==> src/rtl/core/spot_pkg.sv <==
// Shared widths, flag positions and stage types for the shape-pair overlap test.
`timescale 1ns / 1ps

package spot_pkg;

  localparam int TAG_W   = 16;
  localparam int FLAG_W  = 4;
  localparam int COORD_W = 16;
  localparam int SIZE_W  = 15;
  localparam int MAG_W   = 16;
  localparam int SQ_W    = 2 * MAG_W;

  localparam int FLAG_FIRST_BOX     = 0;
  localparam int FLAG_FIRST_CIRCLE  = 1;
  localparam int FLAG_SECOND_BOX    = 2;
  localparam int FLAG_SECOND_CIRCLE = 3;

  typedef logic signed [COORD_W-1:0] coord_t;
  typedef logic [SIZE_W-1:0]         size_t;
  typedef logic [MAG_W-1:0]          mag_t;
  typedef logic [SQ_W-1:0]           sq_t;

  // Control that rides along with each beat.
  typedef struct packed {
    logic              valid;
    logic [TAG_W-1:0]  tag;
    logic [FLAG_W-1:0] flags;
  } ctl_t;

  typedef struct packed {
    size_t aw;
    size_t ah;
    size_t ar;
    size_t bw;
    size_t bh;
    size_t br;
  } sizes_t;

  // Box hit, center separation, outside-distance of the other center from each box per axis, and radii.
  typedef struct packed {
    logic  box_hit;
    mag_t  adx;
    mag_t  ady;
    mag_t  e1x;
    mag_t  e1y;
    mag_t  e2x;
    mag_t  e2y;
    mag_t  rsum;
    size_t ar;
    size_t br;
  } edge_t;

  typedef struct packed {
    logic box_hit;
    sq_t  dx2;
    sq_t  dy2;
    sq_t  e1x2;
    sq_t  e1y2;
    sq_t  e2x2;
    sq_t  e2y2;
    sq_t  rsum2;
    sq_t  ar2;
    sq_t  br2;
  } square_t;

endpackage

==> src/rtl/core/spot_delta.sv <==
// Stage 1: absolute center separation per axis.
`timescale 1ns / 1ps

module spot_delta (
  input  logic                   clk,
  input  logic                   rst_n,
  input  spot_pkg::ctl_t         ctl_in,
  input  spot_pkg::coord_t       first_x,
  input  spot_pkg::coord_t       first_y,
  input  spot_pkg::coord_t       second_x,
  input  spot_pkg::coord_t       second_y,
  input  spot_pkg::sizes_t       sizes_in,
  output spot_pkg::ctl_t         ctl_r,
  output spot_pkg::mag_t         adx_r,
  output spot_pkg::mag_t         ady_r,
  output spot_pkg::sizes_t       sizes_r
);

  logic signed [spot_pkg::COORD_W:0] dx;
  logic signed [spot_pkg::COORD_W:0] dy;
  logic signed [spot_pkg::COORD_W:0] adx_full;
  logic signed [spot_pkg::COORD_W:0] ady_full;
  spot_pkg::mag_t                    adx_nxt;
  spot_pkg::mag_t                    ady_nxt;

  always_comb begin
    dx       = {first_x[spot_pkg::COORD_W-1], first_x} - {second_x[spot_pkg::COORD_W-1], second_x};
    dy       = {first_y[spot_pkg::COORD_W-1], first_y} - {second_y[spot_pkg::COORD_W-1], second_y};
    adx_full = dx[spot_pkg::COORD_W] ? -dx : dx;
    ady_full = dy[spot_pkg::COORD_W] ? -dy : dy;
    // magnitude never exceeds 65535, so the sign bit drops out
    adx_nxt  = adx_full[spot_pkg::MAG_W-1:0];
    ady_nxt  = ady_full[spot_pkg::MAG_W-1:0];
  end

  always_ff @(posedge clk) begin
    if (!rst_n) begin
      ctl_r.valid <= 1'b0;
    end else begin
      ctl_r.valid <= ctl_in.valid;
    end
    ctl_r.tag   <= ctl_in.tag;
    ctl_r.flags <= ctl_in.flags;
    adx_r       <= adx_nxt;
    ady_r       <= ady_nxt;
    sizes_r     <= sizes_in;
  end

endmodule

==> config.mk <==
export PLATFORM = sky130hd
export DESIGN_NAME = spot_delta
export DESIGN_NICKNAME = d
export VERILOG_FILES = /design/src/rtl/core/spot_pkg.sv /design/src/rtl/core/spot_delta.sv
export SDC_FILE = /design/constraint.sdc
export NUM_CORES = 1
export LEC_CHECK = 0
export BUFFER_PORTS_ARGS = -buffer_cell sky130_fd_sc_hd__buf_2
export CORE_AREA = 2 2 123 125
export CTS_CLUSTER_SIZE = 40
export DETAILED_ROUTE_END_ITERATION = 16
export DIE_AREA = 0 0 125 127
export PLACE_DENSITY = 0.71
export SETUP_SLACK_MARGIN = 0.5
export SYNTH_ARGS = -nofsm -noshare
export SYNTH_HDL_FRONTEND = slang
export SYNTH_SLANG_ARGS = --single-unit
==> constraint.sdc <==
create_clock -name clk -period 6.3 [get_ports clk]
set_input_delay 0.63 -clock clk [delete_from_list [all_inputs] [get_ports clk]]
set_output_delay 0.63 -clock clk [all_outputs]
set_load 0.005 [all_outputs]
# After elaboration in Yosys (flattened, before gate mapping)
# Index checks and enable logic that the tools add are counted.
[totals]
register_bits = 143
mem_bits_ro = 0
n_memories = 0
input_bits = 177
latch_bits = 0
output_inout_bits = 143
elab_cells = 17
ram_bits = 0
[classes]
n_mux = 2
mul = 0
eq_ne = 0
n_reduce_logical = 0
n_lt_le_gt_ge = 0
n_addsub = 4
shifts = 0
div_mod_pow = 0
bitwise_logic = 0
[ops]
columns = ["op", "n"]
rows = [
  ["$sub A16 B16 Y17", 2],
  ["$mux W16", 2],
  ["$neg A16 Y16", 2],
]

# Longest topological paths before layout
[logic_depth]
depth_word = 3
depth_mapped = 13
ltp_nobuf = 13

# Least setup slack after synthesis
# Ideal clock, no wire load.
[synth_path]
path_type = "input to register"
from = "input port first_y[0]"
to = "register ady_r[15]"
path_stages = 13
arrival_time_ns = 3.269
slack_ns = 2.910
setup_ns = 0.122
path_buffers = 0
t_required_ns = 6.178
path_cell_list = "inv_1 ha_1 inv_1 fa_1 a21o_1 a22o_4 a31oi_1 xor2_2 nand3b_4 nor4_4 or3b_1 a211oi_2 xnor2_1"
[synth_between]
elab_chain_cells = 3
[synth_lines]
columns = ["element", "line_no", "text"]
rows = [
  ["start: declaration", "spot_delta.sv:9", "input spot_pkg::coord_t first_y,"],
  ["$sub A16 B16 Y17 (*)", "spot_delta.sv:28", "dy = {first_y[spot_pkg::COORD_W-1], first_y} - {second_y[spot_pkg::COORD_W-1], second_y};"],
  ["$neg A16 Y16", "spot_delta.sv:30", "ady_full = dy[spot_pkg::COORD_W] ? -dy : dy;"],
  ["$mux W16 (*)", "spot_delta.sv:30", ""],
  ["via ady_full (one bit)", "spot_delta.sv:22", "logic signed [spot_pkg::COORD_W:0] ady_full;"],
  ["end signal: assignment", "spot_delta.sv:45", "ady_r <= ady_nxt;"],
  ["end: declaration", "spot_delta.sv:15", "output spot_pkg::mag_t ady_r,"],
]
# Mark *: on every way through the listed nets, which the timed path passes. The rest lies on a longest branch.
# A chain may end at the register's enable or synchronous reset.

# Worst setup path in the final report
# Ends and elaborated chain as after synthesis.

==> flow_summary_export.csv <==
group,metric,value,unit
synth,synthTopCellsByArea,"dfxtp_1 54%, ha_1 8.0%, xnor2_1 5.9%, inv_1 3.3%, nor2_1 2.4%",
synth,synth_top_cell_by_area,"dfxtp_1",
placed_design,hpwl,13400,µm
floorplanning,die_area,0.0159,mm²
cts,cts.clk_slew.worst_paths,0.07,ns
worst_setup_path,crit_fanout,4,
detailed_routing,wl_met2,8090,µm
cts,htreeDepth,4,
power_and_ir_drop,p_per_area,331,mW/mm²
synth,synth_seq_area_share,53.6,%
synth,synth_adder_area_share,8.71,%
synth,synth_ff_type,"dfxtp_1",
synth,synth-simple-area-share,12.5,%
global_routing,grt_pass1_vias,4701,
cts,clock-sinks,143,
worst_setup_path,arrival,3.54,ns
power_and_ir_drop,seqPwrFrac,40.5,%
finish,drive_above_1_share,44.7,%
synth,synth_compound_area_share,12.6,%
detailed_routing,drc,0,
power_and_ir_drop,p_leak,3.89,nW
timing,drv_slew,0,
synth,syn_inst,494,
synth,ys_warn_count,0,
synth,ys_seq_elements,143,
cts,cts-root-buf,"clkbuf_16",
run,maxCapViolCount,0,
min_path,hold_end,"ctl_r[14]",
power_and_ir_drop,p_int,1.82,mW
synth,synth_nets,707,
worst_setup_path,worst_setup_path_start_kind,"input pin",
power_and_ir_drop,p_clk_share,39.0,%
detailed_routing,drtIter0Drc,203,
timing,setup_tns,0,ns
detailed_routing,vias,4790,
timing,max_slew_margin,37.9,%
timing,setup_viol,0,
worst_setup_path,slowest_stage,"fa_1",
global_routing,antenna_found_initial,1,
finish,syn_to_final_growth,45.0,%
timing,rsz0062_at_grt,"no",
global_routing,grt_pass1_wl,25100,µm
worst_setup_path,critPathKind,"input pin to flip-flop",
min_path,hp-class,"input pin to flip-flop",
global_routing,overflow,0,
detailed_routing,drtAntennaViolNets,0,
synth,netlist_area,0.00534,mm²
placed_design,place_area,0.00715,mm²
worst_setup_path,cp-end-kind,"flip-flop",
synth,synth_edf_count,0,
outcome,status,"finished, final reports clean",
synth,syn_avg_cell_area,10.8,µm²
detailed_routing,via_per_inst,4.66,
finish,final_area,0.00775,mm²
power_and_ir_drop,share_comb_of_total_power,20.5,%
cts,cts_resized,0,
cts,clockBufferDepth,2,
cts,cts-buffers-inserted,17,
detailed_routing,wire_per_inst,16.0,µm
timing,fmaxAchievable,308,MHz
floorplanning,rows,44,
detailed_routing,wl_met1,6950,µm
detailed_routing,top_layer_used,"met4",
timing,period_share,51.5,%
cts,cts_hold_buffers,0,
synth,synthXorXnorAreaFrac,7.99,%
placed_design,place_congestion,0.886,
cts,postCtsSetupRepairBufs,0,
floorplanning,start_util,37.0,%
synth,synth.area.mux_share,0.984,%
power_and_ir_drop,p_switching,0.743,mW
synth,async_flop_share,0,%
cts,cts_tree,"yes",
power_and_ir_drop,p_sw_share,29.0,%
min_path,worstHoldPathCells,1,
detailed_routing,firstDrtPassIters,4,
worst_setup_path,cpPeakStageDelay,0.40,ns
global_routing,grt.total_usage,20.4,%
placed_design,port-buffer-count,319,
synth,synth_top_family_by_area,"compound AO/OA/AOI/OAI gates",
power_and_ir_drop,fin_total_pwr,2.56,mW
detailed_routing,route.met3.wl,1070,µm
floorplanning,fp.dieW,125,µm
finish,nNetsFinal,1043,
global_routing,grt_max_degree,17,
floorplanning,die_y,127,µm
worst_setup_path,timing.critical_path.mode_cell,"inv_1",
timing,hold_viol_final,0,
worst_setup_path,critPathRequiredTime,6.60,ns
power_and_ir_drop,ir_drop,179,µV
synth,synth.distinct_cells,65,
timing,worst_slew_pin_slew,0.920,ns
synth,synth_top_area_share,53.6,%
min_path,hp-start,"ctl_in[14]",
detailed_routing,totalWireLength,16500,µm
floorplanning,io_pins,320,
worst_setup_path,crit_path_cell_trace,"buf_2 -> inv_1 -> ha_1 -> inv_1 -> fa_1 -> a21o_1 -> a22o_4 -> a31oi_1 -> xor2_2 -> nand3b_4 -> nor4_4 -> or3b_1 -> a211oi_2 -> xnor2_1",
timing,period_minus_slack,3.24,ns
floorplanning,core_area,0.0144,mm²
[logic make-up (layout without fill, tap and decap cells)]
kind of cell / count (synthesis) / count (layout)
AO/OA/AOI/OAI: 92 / 92
AND/OR/NAND/NOR: 122 / 122
adder cells (fa/ha/maj): 36 / 36
flip-flops: 143 / 143
buffers and inverters: 49 / 398
other: 0 / 1
XOR/XNOR: 47 / 47
multiplexers: 5 / 5
[per-stage QoR]
| stage | hold slack [ns] | util, % | worst slack (ns) | instances |
|---|---|---|---|---|
| after floorplan | 0.658 | - | 2.91 | 494 |
| after global placement | 0.733 | 49.6 | 2.70 | 995 |
| after detailed placement | 0.734 | 49.6 | 2.63 | 995 |
| after CTS | 0.298 | 53.7 | 3.04 | 1027 |
| after global routing | 0.291 | 53.7 | 2.85 | 1028 |
| final | 0.311 | 53.7 | 3.06 | 1028 |
[worst max path at each step]
stage	from	to	depth (start not counted)
after global routing	first_y[0]	ady_r[15]	14
after global placement	first_y[0]	ady_r[15]	14
after CTS	first_y[0]	ady_r[15]	14
after detailed placement	first_y[0]	ady_r[15]	14
final	first_y[0]	ady_r[15]	14
after floorplan	first_y[0]	ady_r[15]	13
[flip-flops by register name, summed over array words and instances, names as in the netlist]
register  flops
adx_r        16
ctl_r        21
sizes_r      90
ady_r        16
[power by group through the flow]
stage	sequential [mW]	combinational, mW	clock, mW
after CTS	1.04	0.530	1.02
after global routing	1.05	0.580	1.06
after detailed placement	1.06	0.525	0
after global placement	1.06	0.523	0
final	1.04	0.525	1.00
after floorplan	1.07	0.269	0
[cell usage after synthesis (2+ instances only)]
master	number
dfxtp_1	143
inv_1	47
xnor2_1	36
ha_1	34
nor2_1	34
nand2_1	26
o21ai_0	20
a21oi_1	18
nand3_1	10
xor2_1	9
a21o_1	8
nor3_1	8
a31oi_1	7
o21a_1	7
nand4_1	6
and3_1	5
nor2b_1	4
mux2i_1	3
nand2b_1	3
nor3b_1	3
nor4b_1	3
o21ai_1	3
or2_2	3
a211o_1	2
a211oi_2	2
a21oi_2	2
and2_1	2
fa_1	2
mux2_1	2
nand4b_1	2
nor4_1	2
o221a_2	2
o22ai_1	2
o31ai_1	2
xor2_2	2
[cell type report]
type | count | area (µm²)
well taps | 184 | 230
multi-input cells | 302 | 2290
flip-flops and latches | 143 | 2860
clock buffers | 17 | 425
inverters | 47 | 176
diodes | 1 | 2.50
clock inverters | 15 | 166
repair buffers | 319 | 1600
fillers | 1265 | 6680
[placed cells by master (no fill, tap or decap), types with 7 or more instances in the layout]
| master | instances |
|---|---|
| nor3_1 | 8 |
| o21a_1 | 7 |
| buf_2 | 319 |
| inv_1 | 47 |
| clkbuf_16 | 17 |
| nand2_1 | 26 |
| xnor2_1 | 36 |
| nand3_1 | 10 |
| a21o_1 | 8 |
| nor2_1 | 34 |
| a21oi_1 | 18 |
| ha_1 | 34 |
| o21ai_0 | 20 |
| a31oi_1 | 7 |
| dfxtp_1 | 143 |
| xor2_1 | 9 |
[per-layer routing]
metal,global-route usage [%],up-vias
li1,-,2371
met1,25.2,2227
met2,34.2,166
met3,6.20,26
met4,7.06,0
met5,0,-
[critical path: cells and delay by family]
family                     cells  cell delay, ns
AOI/OAI and AO/OA              4            0.98
xor gates and xnor gates       2            0.38
adders and majority gates      2            0.55
buffers and inverters          3            0.18
and+or+nand+nor                3            0.81
Note: power is estimated with default switching activity, not from simulation.
